`config.mk`:
```
export PLATFORM = sky130hd
export DESIGN_NAME = matrix_multiply
export DESIGN_NICKNAME = d
export VERILOG_FILES = /design/src/rtl/mm_pkg.sv /design/src/rtl/mm_cfg_regs.sv /design/src/rtl/mm_ctrl.sv /design/src/rtl/mm_datapath.sv /design/src/rtl/matrix_multiply.sv
export SDC_FILE = /design/constraint.sdc
export NUM_CORES = 2
export LEC_CHECK = 0
export BUFFER_PORTS_ARGS = -buffer_cell sky130_fd_sc_hd__buf_2
export CAP_MARGIN = 20
export CORE_MARGIN = 3
export CORE_UTILIZATION = 45
export CTS_CLUSTER_SIZE = 14
export DETAILED_ROUTE_END_ITERATION = 12
export GPL_TIMING_DRIVEN = 1
export SLEW_MARGIN = 5
export SYNTH_ARGS = -nofsm -noshare
export SYNTH_HDL_FRONTEND = slang
export SYNTH_SLANG_ARGS = --single-unit
```
`constraint.sdc`:
```
create_clock -name aclk -period 9.56 [get_ports aclk]
set_input_delay 0 -clock aclk [delete_from_list [all_inputs] [get_ports aclk]]
set_output_delay 0 -clock aclk [all_outputs]
set_load 0.02 [all_outputs]
```
`src/rtl/mm_pkg.sv`:
```
// Shared types and constants for the matrix multiply block.
package mm_pkg;

    localparam int DIM_W   = 4;   // width of a size register
    localparam int IDX_W   = 3;   // width of a row or column index
    localparam int VALUE_W = 16;  // width of an input element value
    localparam int ACC_W   = 40;  // width of a dot product
    localparam int OP_W    = 2;

    localparam logic [OP_W-1:0] OP_WRITE_A = 2'd0;
    localparam logic [OP_W-1:0] OP_WRITE_B = 2'd1;
    localparam logic [OP_W-1:0] OP_COMPUTE = 2'd2;

    localparam logic [1:0] REG_ROWS_A     = 2'd0;
    localparam logic [1:0] REG_INNER_SIZE = 2'd1;
    localparam logic [1:0] REG_COLS_B     = 2'd2;

    localparam logic [DIM_W-1:0] DIM_RESET = 4'd8;

    typedef struct packed {
        logic [OP_W-1:0]           op;
        logic [IDX_W-1:0]          elem_row;
        logic [IDX_W-1:0]          elem_col;
        logic signed [VALUE_W-1:0] elem_value;
    } in_word_t;

    typedef struct packed {
        logic [IDX_W-1:0]        out_row;
        logic [IDX_W-1:0]        out_col;
        logic signed [ACC_W-1:0] out_value;
        logic                    out_last;
    } out_word_t;

    // sizes after clamping to the store dimension
    typedef struct packed {
        logic [DIM_W-1:0] rows;
        logic [DIM_W-1:0] inner;
        logic [DIM_W-1:0] cols;
    } dims_t;

    typedef struct packed {
        logic             wr_a;
        logic             wr_b;
        logic             issue;
        logic             clear_acc;
        logic [IDX_W-1:0] row_idx;
        logic [IDX_W-1:0] col_idx;
        logic [IDX_W-1:0] inner_idx;
    } dp_cmd_t;

    typedef struct packed {
        logic busy;
    } dp_status_t;

endpackage

```
`src/rtl/mm_cfg_regs.sv`:
```
// APB size registers with clamping to the store dimension.
module mm_cfg_regs #(
    parameter int MAX_DIM = 8
) (
    input  logic                 aclk,
    input  logic                 aresetn,
    input  logic                 psel,
    input  logic                 penable,
    input  logic                 pwrite,
    input  logic [3:0]           paddr,
    input  logic [31:0]          pwdata,
    output logic [31:0]          prdata,
    output logic                 pready,
    output mm_pkg::dims_t        dims
);

    logic [mm_pkg::DIM_W-1:0] rows_a_reg;
    logic [mm_pkg::DIM_W-1:0] inner_size_reg;
    logic [mm_pkg::DIM_W-1:0] cols_b_reg;
    logic                     wr_en;
    logic [1:0]               reg_sel;

    localparam logic [mm_pkg::DIM_W-1:0] DIM_MAX = mm_pkg::DIM_W'(MAX_DIM);

    assign pready  = 1'b1;
    assign wr_en   = psel && penable && pwrite;
    assign reg_sel = paddr[3:2];

    always_ff @(posedge aclk) begin
        if (!aresetn) begin
            rows_a_reg     <= mm_pkg::DIM_RESET;
            inner_size_reg <= mm_pkg::DIM_RESET;
            cols_b_reg     <= mm_pkg::DIM_RESET;
        end else if (wr_en) begin
            unique case (reg_sel)
                mm_pkg::REG_ROWS_A:     rows_a_reg     <= pwdata[mm_pkg::DIM_W-1:0];
                mm_pkg::REG_INNER_SIZE: inner_size_reg <= pwdata[mm_pkg::DIM_W-1:0];
                mm_pkg::REG_COLS_B:     cols_b_reg     <= pwdata[mm_pkg::DIM_W-1:0];
                default: ;
            endcase
        end
    end

    always_comb begin
        unique case (reg_sel)
            mm_pkg::REG_ROWS_A:     prdata = 32'(rows_a_reg);
            mm_pkg::REG_INNER_SIZE: prdata = 32'(inner_size_reg);
            mm_pkg::REG_COLS_B:     prdata = 32'(cols_b_reg);
            default:                prdata = '0;
        endcase
    end

    // saturate sizes above the store dimension
    assign dims.rows  = (rows_a_reg > DIM_MAX) ? DIM_MAX : rows_a_reg;
    assign dims.inner = (inner_size_reg > DIM_MAX) ? DIM_MAX : inner_size_reg;
    assign dims.cols  = (cols_b_reg > DIM_MAX) ? DIM_MAX : cols_b_reg;

endmodule

```
`src/rtl/mm_ctrl.sv`:
```
// Sequencer: decodes input words and steps through rows, columns and inner index.
module mm_ctrl (
    input  logic               aclk,
    input  logic               aresetn,
    input  mm_pkg::dims_t      dims,
    input  logic               s_valid,
    output logic               s_ready,
    input  mm_pkg::in_word_t   s_word,
    output logic               m_valid,
    input  logic               m_ready,
    output logic               m_last,
    output mm_pkg::dp_cmd_t    cmd,
    input  mm_pkg::dp_status_t status
);

    typedef enum logic [3:0] {
        ST_IDLE  = 4'b0001,
        ST_RUN   = 4'b0010,
        ST_DRAIN = 4'b0100,
        ST_OUT   = 4'b1000
    } state_t;

    state_t state_reg, state_next;
    logic [mm_pkg::IDX_W-1:0] i_reg, i_next;
    logic [mm_pkg::IDX_W-1:0] j_reg, j_next;
    logic [mm_pkg::IDX_W-1:0] k_reg, k_next;

    logic                     s_fire;
    logic [mm_pkg::DIM_W-1:0] row_ext, col_ext;
    logic                     a_in_range, b_in_range;
    logic                     last_row, last_col, last_inner;
    logic                     start;
    logic                     clear;

    assign s_ready = (state_reg == ST_IDLE);
    assign s_fire  = s_valid && s_ready;
    assign row_ext = mm_pkg::DIM_W'(s_word.elem_row);
    assign col_ext = mm_pkg::DIM_W'(s_word.elem_col);

    assign a_in_range = (row_ext < dims.rows) && (col_ext < dims.inner);
    assign b_in_range = (row_ext < dims.inner) && (col_ext < dims.cols);

    assign last_row   = (mm_pkg::DIM_W'(i_reg) == dims.rows - 4'd1);
    assign last_col   = (mm_pkg::DIM_W'(j_reg) == dims.cols - 4'd1);
    assign last_inner = (mm_pkg::DIM_W'(k_reg) == dims.inner - 4'd1);

    // empty result matrix: nothing to emit
    assign start = s_fire && (s_word.op == mm_pkg::OP_COMPUTE) &&
                   (dims.rows != '0) && (dims.cols != '0);

    always_comb begin
        state_next = state_reg;
        i_next     = i_reg;
        j_next     = j_reg;
        k_next     = k_reg;
        clear      = 1'b0;
        unique case (state_reg)
            ST_IDLE: begin
                if (start) begin
                    i_next     = '0;
                    j_next     = '0;
                    k_next     = '0;
                    clear      = 1'b1;
                    state_next = ST_RUN;
                end
            end
            ST_RUN: begin
                if (dims.inner == '0 || last_inner) begin
                    k_next     = '0;
                    state_next = ST_DRAIN;
                end else begin
                    k_next = k_reg + 1'b1;
                end
            end
            ST_DRAIN: begin
                if (!status.busy) begin
                    state_next = ST_OUT;
                end
            end
            ST_OUT: begin
                if (m_ready) begin
                    if (last_row && last_col) begin
                        state_next = ST_IDLE;
                    end else begin
                        clear      = 1'b1;
                        state_next = ST_RUN;
                        if (last_col) begin
                            j_next = '0;
                            i_next = i_reg + 1'b1;
                        end else begin
                            j_next = j_reg + 1'b1;
                        end
                    end
                end
            end
            default: state_next = ST_IDLE;
        endcase
    end

    always_ff @(posedge aclk) begin
        if (!aresetn) begin
            state_reg <= ST_IDLE;
            i_reg     <= '0;
            j_reg     <= '0;
            k_reg     <= '0;
        end else begin
            state_reg <= state_next;
            i_reg     <= i_next;
            j_reg     <= j_next;
            k_reg     <= k_next;
        end
    end

    assign cmd.wr_a      = s_fire && (s_word.op == mm_pkg::OP_WRITE_A) && a_in_range;
    assign cmd.wr_b      = s_fire && (s_word.op == mm_pkg::OP_WRITE_B) && b_in_range;
    assign cmd.issue     = (state_reg == ST_RUN) && (dims.inner != '0);
    assign cmd.clear_acc = clear;
    assign cmd.row_idx   = i_reg;
    assign cmd.col_idx   = j_reg;
    assign cmd.inner_idx = k_reg;

    assign m_valid = (state_reg == ST_OUT);
    assign m_last  = last_row && last_col;

endmodule

```
`src/rtl/mm_datapath.sv`:
```
// Element stores, multiplier and dot product accumulator.
module mm_datapath #(
    parameter int MAX_DIM    = 8,
    parameter int ELEM_WIDTH = 16
) (
    input  logic                            aclk,
    input  logic                            aresetn,
    input  mm_pkg::in_word_t                s_word,
    input  mm_pkg::dp_cmd_t                 cmd,
    output mm_pkg::dp_status_t              status,
    output logic signed [mm_pkg::ACC_W-1:0] acc_value
);

    localparam int DEPTH  = MAX_DIM * MAX_DIM;
    localparam int ADDR_W = $clog2(DEPTH);
    localparam int PROD_W = 2 * ELEM_WIDTH;
    localparam int EXT_W  = (PROD_W > mm_pkg::ACC_W) ? PROD_W : mm_pkg::ACC_W;

    logic signed [ELEM_WIDTH-1:0] mem_a [DEPTH];
    logic signed [ELEM_WIDTH-1:0] mem_b [DEPTH];

    logic signed [ELEM_WIDTH-1:0]    elem;
    logic [ADDR_W-1:0]               wr_addr, rd_addr_a, rd_addr_b;
    logic signed [ELEM_WIDTH-1:0]    a_rdata_reg, b_rdata_reg;
    logic                            rd_valid_reg;
    logic signed [PROD_W-1:0]        prod_reg;
    logic                            mul_valid_reg;
    logic signed [EXT_W-1:0]         prod_ext;
    logic signed [mm_pkg::ACC_W-1:0] acc_reg, acc_next;

    // wrap or extend to the element width
    assign elem    = ELEM_WIDTH'(s_word.elem_value);
    assign wr_addr = ADDR_W'(int'(s_word.elem_row) * MAX_DIM + int'(s_word.elem_col));
    assign rd_addr_a = ADDR_W'(int'(cmd.row_idx) * MAX_DIM + int'(cmd.inner_idx));
    assign rd_addr_b = ADDR_W'(int'(cmd.inner_idx) * MAX_DIM + int'(cmd.col_idx));

    always_ff @(posedge aclk) begin
        if (cmd.wr_a) begin
            mem_a[wr_addr] <= elem;
        end
        a_rdata_reg <= mem_a[rd_addr_a];
    end

    always_ff @(posedge aclk) begin
        if (cmd.wr_b) begin
            mem_b[wr_addr] <= elem;
        end
        b_rdata_reg <= mem_b[rd_addr_b];
    end

    always_ff @(posedge aclk) begin
        prod_reg <= a_rdata_reg * b_rdata_reg;
    end

    assign prod_ext = EXT_W'(prod_reg);

    always_comb begin
        acc_next = acc_reg;
        if (cmd.clear_acc) begin
            acc_next = '0;
        end else if (mul_valid_reg) begin
            acc_next = acc_reg + mm_pkg::ACC_W'(prod_ext);
        end
    end

    always_ff @(posedge aclk) begin
        if (!aresetn) begin
            rd_valid_reg  <= 1'b0;
            mul_valid_reg <= 1'b0;
        end else begin
            rd_valid_reg  <= cmd.issue;
            mul_valid_reg <= rd_valid_reg;
        end
    end

    always_ff @(posedge aclk) begin
        acc_reg <= acc_next;
    end

    assign status.busy = rd_valid_reg || mul_valid_reg;
    assign acc_value   = acc_reg;

endmodule

```
`src/rtl/matrix_multiply.sv`:
```
// Top level of the matrix multiply block.
//
//  Port group | Direction | Handshake         | Word
//  s_         | in        | s_valid / s_ready | op, elem_row, elem_col, elem_value
//  m_         | out       | m_valid / m_ready | out_row, out_col, out_value, out_last
//  APB        | in/out    | psel / penable    | rows_a, inner_size, cols_b at 0x0, 0x4, 0x8
//
// An element write is stored at its handshake. A compute word steps, for each result
// element, through inner_size reads from the two stores, waits while the read,
// multiply and accumulate registers drain, and holds the result on m_word until
// m_ready is high. A zero inner_size issues no reads and gives a zero result.
// One multiplier serves every product.
// s_ready is low from a compute word until its last result is taken.
// Reset sets all three sizes to 8; store contents are undefined until written.
module matrix_multiply #(
    parameter int MAX_DIM    = 8,
    parameter int ELEM_WIDTH = 16
) (
    input  logic              aclk,
    input  logic              aresetn,
    input  logic              s_valid,
    output logic              s_ready,
    input  mm_pkg::in_word_t  s_word,
    output logic              m_valid,
    input  logic              m_ready,
    output mm_pkg::out_word_t m_word,
    input  logic              psel,
    input  logic              penable,
    input  logic              pwrite,
    input  logic [3:0]        paddr,
    input  logic [31:0]       pwdata,
    output logic [31:0]       prdata,
    output logic              pready
);

    mm_pkg::dims_t                   dims;
    mm_pkg::dp_cmd_t                 cmd;
    mm_pkg::dp_status_t              status;
    logic                            m_last;
    logic signed [mm_pkg::ACC_W-1:0] acc_value;

    mm_cfg_regs #(
        .MAX_DIM (MAX_DIM)
    ) u_cfg (
        .aclk    (aclk),
        .aresetn (aresetn),
        .psel    (psel),
        .penable (penable),
        .pwrite  (pwrite),
        .paddr   (paddr),
        .pwdata  (pwdata),
        .prdata  (prdata),
        .pready  (pready),
        .dims    (dims)
    );

    mm_ctrl u_ctrl (
        .aclk    (aclk),
        .aresetn (aresetn),
        .dims    (dims),
        .s_valid (s_valid),
        .s_ready (s_ready),
        .s_word  (s_word),
        .m_valid (m_valid),
        .m_ready (m_ready),
        .m_last  (m_last),
        .cmd     (cmd),
        .status  (status)
    );

    mm_datapath #(
        .MAX_DIM    (MAX_DIM),
        .ELEM_WIDTH (ELEM_WIDTH)
    ) u_dp (
        .aclk      (aclk),
        .aresetn   (aresetn),
        .s_word    (s_word),
        .cmd       (cmd),
        .status    (status),
        .acc_value (acc_value)
    );

    assign m_word.out_row   = cmd.row_idx;
    assign m_word.out_col   = cmd.col_idx;
    assign m_word.out_value = acc_value;
    assign m_word.out_last  = m_last;

endmodule

```
# After elaboration in Yosys (flattened, before gate mapping)
# Memory sizes are Yosys's and may differ from the RTL's. A register that Yosys moved wholly into a read port is not among the register bits.
# Cells that the tools add are included.
[totals]
mem_bits_rw = 2048
inputBits = 67
elab_cells = 108
out_inout_bits = 82
mem_count = 2
regBits = 99
[op_classes]
order_cmp = 7
n_addsub = 10
n_reduce_logical = 31
mul = 1
eq_ne = 17
n_mux = 29
[mem_list]
columns = ["name", "depth", "width", "rd", "rd_clocked_by_memory_dff", "write_ports", "line_no", "text"]
rows = [
  ["u_dp.mem_a", 64, 16, 1, 1, 1, "mm_datapath.sv:19", "logic signed [ELEM_WIDTH-1:0] mem_a [DEPTH];"],
  ["u_dp.mem_b", 64, 16, 1, 1, 1, "mm_datapath.sv:20", "logic signed [ELEM_WIDTH-1:0] mem_b [DEPTH];"],
]
[ops]
columns = ["operator", "count"]
rows = [
  ["$add 40x32->40", 1],
  ["$mul 16x16->32", 1],
  ["$mux 4", 7],
  ["$mux 3", 8],
  ["$add 6x3->6", 3],
  ["$pmux 3 s2", 3],
  ["$lt 3x4->1", 4],
  ["$pmux 4 s4", 1],
  ["$logic_and 1x1->1", 14],
  ["$eq 3x4->1", 3],
  ["$gt 4x4->1 const B", 3],
  ["$pmux 4 s3", 1],
  ["$reduce_bool 4->1", 3],
  ["$sub 4x1->4 const B", 3],
  ["$add 3x1->3 const B", 3],
  ["$reduce_and 2->1", 4],
  ["$reduce_and 4->1", 2],
  ["$mux 1", 7],
  ["$ne 2x1->1 const B", 3],
  ["$ne 2x2->1 const B", 3],
  ["$reduce_and 5->1", 1],
  ["$eq 2x1->1 const B", 2],
  ["$eq 2x2->1 const B", 2],
  ["$eq 4x1->1 const B", 1],
  ["9 further kinds", 12],
]

# Logic depth before layout (Yosys ltp)
[depth]
depth_word = 8
depth_mapped = 24
depth_no_buf = 23

# Modules after synthesis
# A second synthesis with hierarchy kept.
[hier_totals]
hier_cells = 4882
area_unflattened_um2 = 94827.2
[by_module_without_submodules]
columns = ["mod", "cells_each", "n_inst", "area_each_um2", "seq_area_each_um2"]
rows = [
  ["mm_datapath", 4611, 1, 92487.5, 63621.0],
  ["mm_ctrl", 167, 1, 1475.2, 260.2],
  ["mm_cfg_regs", 103, 1, 857.1, 240.2],
  ["matrix_multiply", 1, 1, 7.5, 0.0],
]

# Worst setup path after synthesis
# OpenSTA, ideal clock, no wires.
[synth_path]
path_kind = "reg-to-reg"
from = "reg u_dp.b_rdata_reg[7], read port of u_dp.mem_b"
to = "reg u_dp.prod_reg[31]"
path_buffers = 1
stages_incl_launch_ff = 23
period_less_slack_ns = 5.952
required_time_ns = 9.439
arrival_ns = 5.831
path_slack_ns = 3.608
setup_ns = 0.121
path_cell_list = "dfxtp_1 > clkbuf_1 > nand2_1 > fa_1 > inv_1 > fa_1 > inv_1 > fa_1 > inv_1 > fa_1 > fa_1 > inv_1 > fa_1 > inv_1 > ha_1 > nand4_1 > or2_2 > o31ai_4 > a2111oi_4 > o311a_1 > o31ai_2 > a21oi_2 > xnor2_1"
[synth_via]
elab_chain_cells = 1
[synth_lines]
columns = ["item", "line_no", "text"]
rows = [
  ["from (decl)", "mm_datapath.sv:24", "logic signed [ELEM_WIDTH-1:0] a_rdata_reg, b_rdata_reg;"],
  ["$mul 16x16->32", "mm_datapath.sv:52", "prod_reg <= a_rdata_reg * b_rdata_reg;"],
  ["to (signal assigned)", "mm_datapath.sv:52", ""],
  ["to (decl)", "mm_datapath.sv:26", "logic signed [PROD_W-1:0] prod_reg;"],
]
# No other way between the ends.
# A chain may end at the register's enable or synchronous reset.

# Worst setup path after layout
[layout_path]
from = "reg u_dp.a_rdata_reg[10], read port of u_dp.mem_a"
to = "reg u_dp.prod_reg[30]"
[layout_via]
elab_chain_cells = 1
[layout_lines]
columns = ["item", "line_no"]
rows = [
  ["from (decl)", "mm_datapath.sv:24"],
  ["$mul 16x16->32", "mm_datapath.sv:52"],
]
# No other way between the ends.

==> results_dict.tcl <==
set metrics [dict create \
    path_max_fanout 16 \
    p_int_mw 19.4 \
    yosysMostFrequentCell "edfxtp_1" \
    r2r.worst_path.cells 18 \
    wl_per_cell_um 28.0 \
    status "complete, no violations" \
    synth_cells 4872 \
    yosys-top-cells-count "edfxtp_1 (2,048), mux4_2 (672), inv_1 (322)" \
    fillers 16700 \
    holdPathStages 3 \
    worst_path_largest_cell_delay_ns 0.76 \
    worstSetupEndpointType "flop" \
    p_per_area_nw_per_um2 264 \
    die-area_um2 216000 \
    setup_violations 0 \
    path_delay_family "adder cells" \
    drc 0 \
    hold_viol 0 \
    cp_cell_sequence "nand2_1 -> fa_1 -> fa_1 -> fa_1 -> fa_1 -> inv_1 -> fa_1 -> fa_1 -> ha_1 -> a21o_1 -> a21o_1 -> a21oi_1 -> o31a_1 -> o221ai_1 -> a211oi_1 -> o211ai_1 -> a2111o_1 -> o211ai_1" \
    dp.cells 7702 \
    postRouteAntennaNets 0 \
    clk_latency_ns 0.85 \
    grt_remaining_overflow 0 \
    ys_async_sr_fraction_pct 0 \
    syn-cell-area_um2 94700 \
    synth_edf_count 2048 \
    synth.top_cells.by_area "edfxtp_1 (65%), mux4_2 (16%), fa_1 (5.6%)" \
    antenna_found_initial 21 \
    grt_max_degree 145 \
    syn_avg_cell_area_um2 19.4 \
    max_freq_mhz 150 \
    setup_ws_ns 2.89 \
    maxSlewViolCount 0 \
    grt_pass1_wl_um 336000 \
    timing.rr.end "u_dp.prod_reg[30]" \
    track_usage_pct 21.4 \
    clk_pin_slew_worst_paths_ns 0.06 \
    clock-sinks 2179 \
    yosysWarnings 0 \
    io_pins 149 \
    ys_types 82 \
    drt-pass1-iter-count 5 \
    worst_pin_slew_ns 1.09 \
    irDropWorstVdd_v 0.000385 \
    min_path_type "in -> reg" \
    leakagePower_nw 35.1 \
    whs_ns 0.0940 \
    total_power_mw 28.1 \
    post-route-util_pct 51.2 \
    clk_path_buf_depth 3 \
    pwr-share-seq_pct 38.4 \
    hold_end "u_ctrl.state_reg[0]" \
    dp_hpwl_um 137000 \
    yosys.area.top_type "edfxtp_1" \
    cts_tree "yes" \
    drive_gt1_share_pct 24.3 \
    cts_inserted_buffers 218 \
    die-height_um 465 \
    die_x_um 465 \
    multi_input_area_um2 28300 \
    swShare_pct 30.8 \
    rows 167 \
    start_kind "flop" \
    worstHoldStart "aresetn" \
    port_buffers 89 \
    placed_area_um2 99000 \
    core_um2 208000 \
    cp_common_cell "fa_1" \
    fin_cells 8166 \
    netSwitchingPower_mw 8.67 \
    regArea_um2 64100 \
    post_cts_resized 0 \
    r2r_slack_ns 2.89 \
    cts_setup_buffers 0 \
    ys_ff_latch 2179 \
    finalNetCount 5655 \
    skew_ns 0.0432 \
    vias 46600 \
    crit_start "u_dp.a_rdata_reg[10]" \
    worstPathArrival_ns 7.44 \
    areaGrowthSynthToFinish_pct 12.6 \
    grt_pass1_vias 48400 \
    required_ns 10.33 \
    root_buffer "clkbuf_16" \
    fin_area_um2 107000 \
    drtIter0Drc 4792 \
    netlist.area_leader.share_pct 65.0 \
    clkPwrFrac_pct 29.8 \
    r2r-start "u_dp.a_rdata_reg[10]" \
    relSlewSlack_pct 27.4 \
    finalWeightedCongestion 0.836 \
    criticalPathCategory "reg -> reg" \
    finalCriticalPeriod_ns 6.67 \
    drt-vias-per-instance 5.71 \
    ys_seq_area_share_pct 67.7 \
    rsz0062_at_grt "false" \
    power_frac_comb_pct 31.8 \
    period_share_pct 69.8 \
    totalWireLength_um 229000 \
    h-tree-depth 4 \
    initial_core_util_pct 45.5 \
    dp_slack_ns 2.89 \
    max-cap-violations 0 \
    yosys_most_used_dff "edfxtp_1" \
    cp_slowest_cell "dfxtp_1" \
    critPathBufInv 1 \
    final.setup.tns_ns 0 \
]
-- cell type report --
type | count | share of cell area (%)
Clock buffer | 289 | 5.62
Inverter | 323 | 1.14
Antenna cell | 6 | 0.0141
Clock inverter | 116 | 0.982
Sequential cell | 2179 | 60.2
Tap cell | 2788 | 3.27
Timing Repair Buffer | 320 | 2.26
Multi-Input combinational cell | 2145 | 26.6
-- layer usage --
metal  vias up  part of all wire [%]  track usage [%]
met1     25100                    44             31.6
met2      1542                    48             33.7
met3       286                   6.5             3.23
met4         4                   2.0             5.06
li1      19700                     -                -
met5         -                 0.011                0
-- power groups by stage --
stage,combinational (mW),sequential [mW],clock [mW]
detailed placement,9.04,11.0,0
global route,10.3,10.8,8.94
finish,8.95,10.8,8.38
floorplan,7.11,10.9,0
CTS,9.09,10.8,8.55
global placement,8.85,11.0,0
-- cells in the final DEF, fill, tap and decap left out, drive strengths merged, types with 8 or more instances in the layout --
master / count
a21o: 31
conb: 29
a21oi: 67
xor2: 25
nor2b: 24
inv: 330
and3: 10
nand3: 26
nand4: 9
mux4: 672
and2: 128
o21ai: 37
bufinv: 15
edfxtp: 2048
fa: 263
a2111oi: 8
or3: 11
o21a: 20
mux2i: 33
nor3: 21
dfxtp: 131
a211oi: 10
clkbuf: 289
dlygate4sd3: 49
buf: 271
o211ai: 8
xnor2: 46
nor2: 224
nand2: 187
clkinv: 89
nand2b: 26
ha: 138
-- logic make-up (layout without fill, tap and decap cells) --
| group | after synthesis | after routing | synth area share [%] |
|---|---|---|---|
| adder cells (fa/ha/maj) | 401 | 401 | 7.39 |
| other | 2 | 35 | 0.00793 |
| buffers and inverters | 575 | 1048 | 2.52 |
| AND/OR/NAND/NOR | 693 | 693 | 3.49 |
| multiplexers | 705 | 705 | 16.3 |
| XOR/XNOR | 71 | 71 | 0.657 |
| AO/OA/AOI/OAI | 246 | 246 | 1.86 |
| flip-flops | 2179 | 2179 | 67.7 |
-- worst min-delay path: cells and delay by family --
family                 cells  cell delay, ns
buffers and inverters      2            0.78
AOI/OAI and AO/OA          1            0.12
-- timing repair --
item,in CTS,in global routing
setup endpoints to repair,0,0
hold buffers,46,3
hold endpoints to repair,885,5
-- worst max path at each step --
stage          slack, ns                end  depth (start not counted)
5_1_grt             2.47  u_dp.prod_reg[30]                         18
4_1_cts             2.87  u_dp.prod_reg[30]                         18
6_report            2.89  u_dp.prod_reg[30]                         18
3_3_place_gp        2.95  u_dp.prod_reg[30]                         18
3_5_place_dp        2.89  u_dp.prod_reg[30]                         18
2_1_floorplan       3.61  u_dp.prod_reg[31]                         22
Note: power is estimated with default switching activity, not from simulation.
